`src/rtl/core/fnsp_pkg.sv`:
```
// Shared types, constants and helpers of the FASTA stream parser.
// Used by every module in rtl/core except fnsp_queue; depends on nothing.
`timescale 1ns / 1ps

package fnsp_pkg;

   localparam int LENGTH_BITS_DEFAULT = 24;
   localparam int QUEUE_DEPTH_DEFAULT = 4;
   localparam int OUT_LEN_BITS        = 24;

   localparam logic [7:0] CHAR_GT      = 8'h3E; // '>'
   localparam logic [7:0] CHAR_SEMI    = 8'h3B; // ';'
   localparam logic [7:0] CHAR_AMP     = 8'h26; // '&'
   localparam logic [7:0] CHAR_NEWLINE = 8'h0A; // '\n'

   localparam logic [1:0] KIND_SYMBOL = 2'd0;
   localparam logic [1:0] KIND_HEADER = 2'd1;
   localparam logic [1:0] KIND_END    = 2'd2;

   localparam logic [2:0] BASE_A     = 3'd0;
   localparam logic [2:0] BASE_C     = 3'd1;
   localparam logic [2:0] BASE_G     = 3'd2;
   localparam logic [2:0] BASE_T     = 3'd3;
   localparam logic [2:0] BASE_OTHER = 3'd4;

   typedef enum logic [2:0] {
      CLS_EOI,
      CLS_GT,
      CLS_NEWLINE,
      CLS_SEMI,
      CLS_SYMBOL,
      CLS_OTHER
   } fnsp_class_type;

   typedef struct packed {
      logic [7:0] text_byte;
      logic       end_of_input;
   } fnsp_req_type;

   typedef struct packed {
      logic [1:0]              item_kind;
      logic [7:0]              char_out;
      logic [2:0]              base_code;
      logic                    record_status;
      logic [OUT_LEN_BITS-1:0] sequence_length;
      logic [OUT_LEN_BITS-1:0] header_length;
   } fnsp_rsp_type;

   // Classified byte handed from the front to the back.
   typedef struct packed {
      fnsp_class_type cls;
      logic [7:0]     raw;
      logic [7:0]     upper;
      logic [2:0]     base;
   } fnsp_cmd_type;

   function automatic logic [2:0] base_of(input logic [7:0] u);
      logic [2:0] code;
      case (u)
         8'h41, 8'h30:        code = BASE_A; // 'A', '0'
         8'h43, 8'h31:        code = BASE_C; // 'C', '1'
         8'h47, 8'h32:        code = BASE_G; // 'G', '2'
         8'h54, 8'h55, 8'h33: code = BASE_T; // 'T', 'U', '3'
         default:             code = BASE_OTHER;
      endcase
      return code;
   endfunction

endpackage

```
`src/rtl/core/fasta_nucleotide_stream_parser.sv`:
```
// FASTA stream parser, one text byte per beat.
// Input queue side: drive req_data and raise push; the beat is taken at a
//    rising edge with push high and full low. end_of_input closes the
//    stream: it always yields one record-end result and restarts parsing.
// Result queue side: while empty is low, rsp_data shows the oldest result;
//    it is taken at a rising edge with pop high and empty low.
// Each byte gives zero or one result: a sequence symbol, a header name
//    byte or a record end with the saturating lengths.
// Throughput: one byte per cycle while the result queue has room, set by
//    the state update in the back end. A result passes through the command
//    queue, then the result queue, before it shows on rsp_data, and can
//    then be popped at a rising edge with pop high.
// Reset (synchronous, active high) empties both queues and returns the
//    parser to the start-of-line state with zero counts.
// When the receiver stalls, results collect in the result queue; once it
//    fills, the back end holds, the command queue fills and full rises.
//    No beat is ever dropped.
// Depends on fnsp_pkg, fnsp_front, fnsp_queue and fnsp_back.
`timescale 1ns / 1ps

module fasta_nucleotide_stream_parser
   import fnsp_pkg::*;
#(
   parameter int LENGTH_BITS = LENGTH_BITS_DEFAULT,
   parameter int QUEUE_DEPTH = QUEUE_DEPTH_DEFAULT
) (
   input  logic         clock,
   input  logic         reset,
   input  logic         push,
   input  fnsp_req_type req_data,
   output logic         full,
   output logic         empty,
   input  logic         pop,
   output fnsp_rsp_type rsp_data
);

   localparam int CMD_BITS = $bits(fnsp_cmd_type);
   localparam int RSP_BITS = $bits(fnsp_rsp_type);

   fnsp_cmd_type front_cmd, back_cmd;
   logic         cmd_empty, cmd_take;
   fnsp_rsp_type back_rsp;
   logic         back_valid, rsp_full;
   logic [CMD_BITS-1:0] cmd_bits;
   logic [RSP_BITS-1:0] rsp_bits;

   fnsp_front u_front (
      .req (req_data),
      .cmd (front_cmd)
   );

   fnsp_queue #(
      .DATA_BITS (CMD_BITS),
      .DEPTH     (QUEUE_DEPTH)
   ) u_cmd_queue (
      .clock     (clock),
      .reset     (reset),
      .push      (push),
      .push_data (front_cmd),
      .full      (full),
      .pop       (cmd_take),
      .pop_data  (cmd_bits),
      .empty     (cmd_empty)
   );

   assign back_cmd = fnsp_cmd_type'(cmd_bits);

   fnsp_back #(
      .LENGTH_BITS (LENGTH_BITS)
   ) u_back (
      .clock     (clock),
      .reset     (reset),
      .cmd       (back_cmd),
      .cmd_valid (!cmd_empty),
      .cmd_take  (cmd_take),
      .rsp       (back_rsp),
      .rsp_valid (back_valid),
      .rsp_full  (rsp_full)
   );

   fnsp_queue #(
      .DATA_BITS (RSP_BITS),
      .DEPTH     (QUEUE_DEPTH)
   ) u_rsp_queue (
      .clock     (clock),
      .reset     (reset),
      .push      (back_valid),
      .push_data (back_rsp),
      .full      (rsp_full),
      .pop       (pop),
      .pop_data  (rsp_bits),
      .empty     (empty)
   );

   assign rsp_data = fnsp_rsp_type'(rsp_bits);

endmodule

```
`src/rtl/core/fnsp_queue.sv`:
```
// Small flip-flop queue with push/full and pop/empty sides.
// Generic payload width; no package dependency.
`timescale 1ns / 1ps

module fnsp_queue #(
   parameter int DATA_BITS = 8,
   parameter int DEPTH     = 4
) (
   input  logic                 clock,
   input  logic                 reset,
   input  logic                 push,
   input  logic [DATA_BITS-1:0] push_data,
   output logic                 full,
   input  logic                 pop,
   output logic [DATA_BITS-1:0] pop_data,
   output logic                 empty
);

   localparam int PTR_BITS = (DEPTH > 1) ? $clog2(DEPTH) : 1;
   localparam int CNT_BITS = $clog2(DEPTH + 1);
   localparam logic [PTR_BITS-1:0] LAST_PTR = PTR_BITS'(DEPTH - 1);
   localparam logic [CNT_BITS-1:0] FULL_CNT = CNT_BITS'(DEPTH);

   logic [DATA_BITS-1:0] store_ff [DEPTH];
   logic [PTR_BITS-1:0]  wr_ptr_ff, wr_ptr_in;
   logic [PTR_BITS-1:0]  rd_ptr_ff, rd_ptr_in;
   logic [CNT_BITS-1:0]  count_ff, count_in;
   logic                 do_push, do_pop;

   assign full     = (count_ff == FULL_CNT);
   assign empty    = (count_ff == '0);
   assign pop_data = store_ff[rd_ptr_ff];
   assign do_push  = push && !full;
   assign do_pop   = pop && !empty;

   always_comb begin
      wr_ptr_in = wr_ptr_ff;
      rd_ptr_in = rd_ptr_ff;
      count_in  = count_ff;
      if (do_push) begin
         wr_ptr_in = (wr_ptr_ff == LAST_PTR) ? '0 : wr_ptr_ff + 1'b1;
      end
      if (do_pop) begin
         rd_ptr_in = (rd_ptr_ff == LAST_PTR) ? '0 : rd_ptr_ff + 1'b1;
      end
      if (do_push && !do_pop) begin
         count_in = count_ff + 1'b1;
      end else if (do_pop && !do_push) begin
         count_in = count_ff - 1'b1;
      end
   end

   always_ff @(posedge clock) begin
      if (reset) begin
         wr_ptr_ff <= '0;
         rd_ptr_ff <= '0;
         count_ff  <= '0;
      end else begin
         wr_ptr_ff <= wr_ptr_in;
         rd_ptr_ff <= rd_ptr_in;
         count_ff  <= count_in;
      end
   end

   always_ff @(posedge clock) begin
      if (do_push) begin
         store_ff[wr_ptr_ff] <= push_data;
      end
   end

endmodule

```
`src/rtl/core/fnsp_front.sv`:
```
// Front end: sorts each incoming beat into a byte class, upper-cases
// symbols and looks up the base code. Depends on fnsp_pkg.
`timescale 1ns / 1ps

module fnsp_front
   import fnsp_pkg::*;
(
   input  fnsp_req_type req,
   output fnsp_cmd_type cmd
);

   logic [7:0] b;
   logic       is_lower, is_upper, is_digit;

   assign b        = req.text_byte;
   assign is_lower = (b >= 8'h61) && (b <= 8'h7A);
   assign is_upper = (b >= 8'h41) && (b <= 8'h5A);
   assign is_digit = (b >= 8'h30) && (b <= 8'h39);

   always_comb begin
      cmd.raw   = b;
      cmd.upper = is_lower ? (b - 8'd32) : b;
      cmd.base  = base_of(cmd.upper);
      if (req.end_of_input) begin
         cmd.cls = CLS_EOI;
      end else if (b == CHAR_GT) begin
         cmd.cls = CLS_GT;
      end else if (b == CHAR_NEWLINE) begin
         cmd.cls = CLS_NEWLINE;
      end else if (b == CHAR_SEMI) begin
         cmd.cls = CLS_SEMI;
      end else if (is_lower || is_upper || is_digit || b == CHAR_AMP) begin
         cmd.cls = CLS_SYMBOL;
      end else begin
         cmd.cls = CLS_OTHER;
      end
   end

endmodule

```
`src/rtl/core/fnsp_back.sv`:
```
// Back end: holds the parser state and record counters, and turns each
// classified byte into zero or one result. Depends on fnsp_pkg.
`timescale 1ns / 1ps

module fnsp_back
   import fnsp_pkg::*;
#(
   parameter int LENGTH_BITS = LENGTH_BITS_DEFAULT
) (
   input  logic         clock,
   input  logic         reset,
   input  fnsp_cmd_type cmd,
   input  logic         cmd_valid,
   output logic         cmd_take,
   output fnsp_rsp_type rsp,
   output logic         rsp_valid,
   input  logic         rsp_full
);

   logic                   prev_nl_ff, prev_nl_in;
   logic                   in_hdr_ff, in_hdr_in;
   logic                   stop_ff, stop_in;
   logic [LENGTH_BITS-1:0] sym_cnt_ff, sym_cnt_in;
   logic [LENGTH_BITS-1:0] hdr_cnt_ff, hdr_cnt_in;
   logic [LENGTH_BITS-1:0] sym_rep, hdr_rep;
   logic [OUT_LEN_BITS-1:0] sym_out, hdr_out;
   logic                   emit;

   assign cmd_take = cmd_valid && !rsp_full;

   generate
      if (LENGTH_BITS >= OUT_LEN_BITS) begin : g_trunc
         assign sym_out = sym_rep[OUT_LEN_BITS-1:0];
         assign hdr_out = hdr_rep[OUT_LEN_BITS-1:0];
      end else begin : g_extend
         assign sym_out = {{(OUT_LEN_BITS-LENGTH_BITS){1'b0}}, sym_rep};
         assign hdr_out = {{(OUT_LEN_BITS-LENGTH_BITS){1'b0}}, hdr_rep};
      end
   endgenerate

   always_comb begin
      prev_nl_in = prev_nl_ff;
      in_hdr_in  = in_hdr_ff;
      stop_in    = stop_ff;
      sym_cnt_in = sym_cnt_ff;
      hdr_cnt_in = hdr_cnt_ff;
      sym_rep    = sym_cnt_ff;
      hdr_rep    = hdr_cnt_ff;
      emit       = 1'b0;
      rsp.item_kind     = KIND_END;
      rsp.char_out      = '0;
      rsp.base_code     = '0;
      rsp.record_status = 1'b0;

      if (cmd.cls == CLS_EOI) begin
         emit              = 1'b1;
         rsp.record_status = (sym_cnt_ff == '0);
         prev_nl_in = 1'b1;
         in_hdr_in  = 1'b0;
         stop_in    = 1'b0;
         sym_cnt_in = '0;
         hdr_cnt_in = '0;
      end else if (!stop_ff) begin
         if (prev_nl_ff && cmd.cls == CLS_GT) begin
            // close the open record first if it has symbols
            if (sym_cnt_ff != '0) begin
               emit       = 1'b1;
               sym_cnt_in = '0;
               hdr_cnt_in = '0;
            end
            in_hdr_in  = 1'b1;
            prev_nl_in = 1'b0;
         end else if (cmd.cls == CLS_NEWLINE) begin
            in_hdr_in  = 1'b0;
            prev_nl_in = 1'b1;
         end else if (!in_hdr_ff) begin
            prev_nl_in = 1'b0;
            if (cmd.cls == CLS_SYMBOL) begin
               sym_cnt_in = (sym_cnt_ff == '1) ? sym_cnt_ff : sym_cnt_ff + 1'b1;
               sym_rep    = sym_cnt_in;
               emit       = 1'b1;
               rsp.item_kind = KIND_SYMBOL;
               rsp.char_out  = cmd.upper;
               rsp.base_code = cmd.base;
            end else if (cmd.cls == CLS_SEMI) begin
               stop_in    = 1'b1;
               prev_nl_in = prev_nl_ff;
            end
         end else begin
            hdr_cnt_in = (hdr_cnt_ff == '1) ? hdr_cnt_ff : hdr_cnt_ff + 1'b1;
            hdr_rep    = hdr_cnt_in;
            emit       = 1'b1;
            prev_nl_in = 1'b0;
            rsp.item_kind = KIND_HEADER;
            rsp.char_out  = cmd.raw;
         end
      end

      rsp.sequence_length = sym_out;
      rsp.header_length   = hdr_out;
      rsp_valid           = cmd_take && emit;
   end

   always_ff @(posedge clock) begin
      if (reset) begin
         prev_nl_ff <= 1'b1;
         in_hdr_ff  <= 1'b0;
         stop_ff    <= 1'b0;
         sym_cnt_ff <= '0;
         hdr_cnt_ff <= '0;
      end else if (cmd_take) begin
         prev_nl_ff <= prev_nl_in;
         in_hdr_ff  <= in_hdr_in;
         stop_ff    <= stop_in;
         sym_cnt_ff <= sym_cnt_in;
         hdr_cnt_ff <= hdr_cnt_in;
      end
   end

endmodule

```
`config.mk`:
```
export PLATFORM = sky130hd
export DESIGN_NAME = fasta_nucleotide_stream_parser
export DESIGN_NICKNAME = d
export VERILOG_FILES = /design/src/rtl/core/fnsp_pkg.sv /design/src/rtl/core/fasta_nucleotide_stream_parser.sv /design/src/rtl/core/fnsp_queue.sv /design/src/rtl/core/fnsp_front.sv /design/src/rtl/core/fnsp_back.sv
export SDC_FILE = /design/constraint.sdc
export NUM_CORES = 1
export LEC_CHECK = 0
export BUFFER_PORTS_ARGS = -buffer_cell sky130_fd_sc_hd__buf_2
export CAP_MARGIN = 20
export CORE_MARGIN = 10
export CORE_UTILIZATION = 61
export DETAILED_ROUTE_END_ITERATION = 10
export PLACE_DENSITY = 0.87
export SLEW_MARGIN = 20
export SYNTH_ARGS = -nofsm -noshare
export SYNTH_HDL_FRONTEND = slang
export SYNTH_SLANG_ARGS = --single-unit
```
`constraint.sdc`:
```
create_clock -name clock -period 4.5 [get_ports clock]
set_input_delay 0.225 -clock clock [delete_from_list [all_inputs] [get_ports clock]]
set_output_delay 0.225 -clock clock [all_outputs]
set_load 0.03 [all_outputs]
```
==> flow_summary.json <==
{
  "status": "finished clean",
  "postSynth.asyncResetShare_pct": 0,
  "synth_area_leaders": "edfxtp_1 58%, mux4_2 10%, dfxtp_1 8.4%",
  "synth-adder-area-share_pct": 1.61,
  "syn_nets": 1141,
  "vias": 10100,
  "met2_usage_pct": 33.6,
  "synth_top_family_by_area": "multiplexers",
  "grt_pass1_wl_um": 54800,
  "synth_xor_area_share_pct": 2.71,
  "htree_levels": 2,
  "wl_per_cell_um": 22.5,
  "maxSlewHeadroom_pct": 24.9,
  "cp-end-kind": "register",
  "synth.ff_latch_count": 385,
  "p_per_area_nw_per_um2": 622,
  "path_cells": "mux4_2, nor3b_1, a211oi_1, nand2_1, nor2_1, xnor2_1",
  "dpl.hpwl_um": 20700,
  "p_leak_uw": 0.00622,
  "ys_seq_area_share_pct": 66.0,
  "core_um2": 26800,
  "clk_latency_ns": 0.54,
  "grt_util_met3_pct": 3.64,
  "ir_worst_vdd_v": 0.000540,
  "cap_violations": 0,
  "synthDistinctLibCells": 64,
  "setup_tns_ns": 0,
  "syn_area_um2": 16500,
  "placedCellCount": 1475,
  "dr.pass1.iters": 8,
  "numCtsBuffers": 39,
  "finalCritPeriodShare_pct": 78.2,
  "die_y_um": 184,
  "critPathSlowestCell": "nor3b_1",
  "worstPathArrival_ns": 3.79,
  "crit_family": "simple AND/OR/NAND/NOR gates",
  "switching_share_pct": 33.5,
  "yosys-top-cells-count": "316 x edfxtp_1, 75 x mux4_2, 69 x dfxtp_1",
  "cts_tree": "yes",
  "skew_ns": 0.0290,
  "grt_max_degree": 66,
  "wl_um": 34800,
  "grt_pass1_vias": 10100,
  "internal-power_uw": 7690,
  "postCtsSetupBuffers": 0,
  "io_buffers": 76,
  "worst_slack_ns": 0.981,
  "nets": 1210,
  "hold_slack_ns": 0.0456,
  "critPathMaxStageDelay_ns": 0.95,
  "tightest_slew_ns": 1.12,
  "synth_top_cell_area_share_pct": 57.6,
  "die_w_um": 184,
  "rows": 60,
  "place_congestion": 0.904,
  "antennaDiodeCount": 0,
  "io_pins": 77,
  "ant_nets": 0,
  "yosys.cell_count.top_type": "edfxtp_1",
  "post-place-ws_ns": 1.06,
  "ys.flop_type": "edfxtp_1",
  "syn_inst": 1108,
  "path_clk_slew_ns": 0.06,
  "synth_area_leader_cell": "edfxtp_1",
  "drive_gt1_share_pct": 20.9,
  "crit_type": "reg -> reg",
  "setup_viol": 0,
  "yosys.area_share.simple_pct": 9.47,
  "antenna_found_initial": 1,
  "area_growth_pct": 12.7,
  "required_ns": 4.78,
  "clockRootBuffer": "clkbuf_16",
  "start_util_pct": 61.5,
  "cp-start-kind": "register",
  "hold_viol": 0,
  "rsz0062_at_grt": "no",
  "cts_resized": 0,
  "instances_no_fill": 1548,
  "synth_compound_gate_area_share_pct": 6.63,
  "critPathBufInv": 0,
  "fmax_mhz": 284,
  "crit_fanout": 12,
  "drt_iter0_drc": 1199,
  "holdCritPathClass": "in -> reg",
  "grt.busiest_layer": "met2",
  "drc": 0,
  "hold_buffers": 1,
  "muxShareOfSynthArea_pct": 11.4,
  "pwr-share-comb_pct": 30.6,
  "grt-ovfl-total": 0,
  "grt_use_met1_pct": 25.9,
  "grt_usage_pct": 20.3,
  "min_period_ns": 3.52,
  "seqPwrFrac_pct": 40.5,
  "synth_warnings": 0,
  "synth_edf_count": 316,
  "ctsLongestPathBuffers": 3,
  "maxSlewViolCount": 0,
  "viasPerCell": 6.53,
  "die-area_um2": 34000,
  "fillCellCount": 1656,
  "power_switching_uw": 3870,
  "avgSynthCellArea_um2": 14.9,
  "pwr-share-clk_pct": 29.0,
  "cts_sinks": 385
}
worst reg2reg max path, cell delays in order, from the launching register on:
cell      delay (ns)
dfxtp_1         0.61
mux4_2          0.50
nor3b_1         0.95
a211oi_1        0.35
nand2_1         0.35
nor2_1          0.12
xnor2_1         0.40
state kept, by name, summed over array words and instances (netlist names), named ones only:
register and count:
u_rsp_queue.wr_ptr_ff 2, u_cmd_queue.rd_ptr_ff 2, u_back.prev_nl_ff 1, u_cmd_queue.store_ff 68
u_back.stop_ff 1, u_rsp_queue.count_ff 3, u_rsp_queue.store_ff 248, u_cmd_queue.count_ff 3
u_rsp_queue.rd_ptr_ff 2, u_back.in_hdr_ff 1, u_cmd_queue.wr_ptr_ff 2, u_back.sym_cnt_ff 24
u_back.hdr_cnt_ff 24
layer usage:
metal	part of all wire [%]	vias to the layer above
met5	0.037	-
met1	39	4963
met4	3.8	2
li1	-	4472
met2	50	556
met3	7.6	122
worst paths after layout:
kind / from / end / slack [ns] / cells past startpoint
setup reg to reg: register / u_rsp_queue.store_ff[1][6] / 0.98 / 6
hold reg to reg: u_cmd_queue.count_ff[2] / u_cmd_queue.count_ff[2] / 0.52 / 2
hold / removal: req_data[4] / u_cmd_queue.store_ff[1][14] / 0.05 / 1
setup / recovery: register / u_rsp_queue.store_ff[1][6] / 0.98 / 6
metrics by stage:
step / utilization (%) / total power [µW] / instance area, µm²
floorplan: - / 7210 / 16500
global placement: 64.1 / 8100 / 17200
detailed placement: 64.1 / 8210 / 17200
CTS: 69.2 / 11600 / 18500
global route: 69.3 / 12000 / 18600
finish: 69.3 / 11600 / 18600
cell families after synthesis:
| kind of cell | after synthesis |
|---|---|
| flip-flops | 385 |
| AND/OR/NAND/NOR | 300 |
| AO/OA/AOI/OAI | 175 |
| buffers and inverters | 90 |
| multiplexers | 87 |
| XOR/XNOR | 51 |
| adder cells (fa/ha/maj) | 20 |
power by group through the flow:
stage / Sequential [µW] / Clock, µW / Combinational (µW)
floorplan: 4620 / 0 / 2590
global placement: 4740 / 0 / 3360
detailed placement: 4790 / 0 / 3430
CTS: 4720 / 3370 / 3470
global route: 4710 / 3540 / 3770
finish: 4670 / 3340 / 3530
cell usage in the layout, fill, tap and decap left out, types with 10 or more instances in the layout:
cell type	instances
nor3_1	25
xnor2_1	30
a211oi_1	10
xor2_1	21
nand4_1	14
or3_1	12
and3_1	17
nand2_1	66
mux4_2	75
edfxtp_1	316
nand3_1	23
inv_1	21
nor2_1	66
dfxtp_1	67
o21ai_0	43
a31oi_1	20
buf_2	76
nand3b_1	11
ha_1	18
clkbuf_16	40
and2_1	14
buf_4	17
a21oi_1	60
area by class of cell:
cell class              instances  area [µm²]  share of cell area (%)
flip-flops and latches        385       10900                    58.5
multi-input cells             633        5270                    28.4
clock buffers                  51        1070                    5.77
repair buffers                 97         586                    3.15
well taps                     341         427                    2.30
clock inverters                20         268                    1.44
inverters                      21        78.8                   0.424
(Power assumes the default switching activity.)
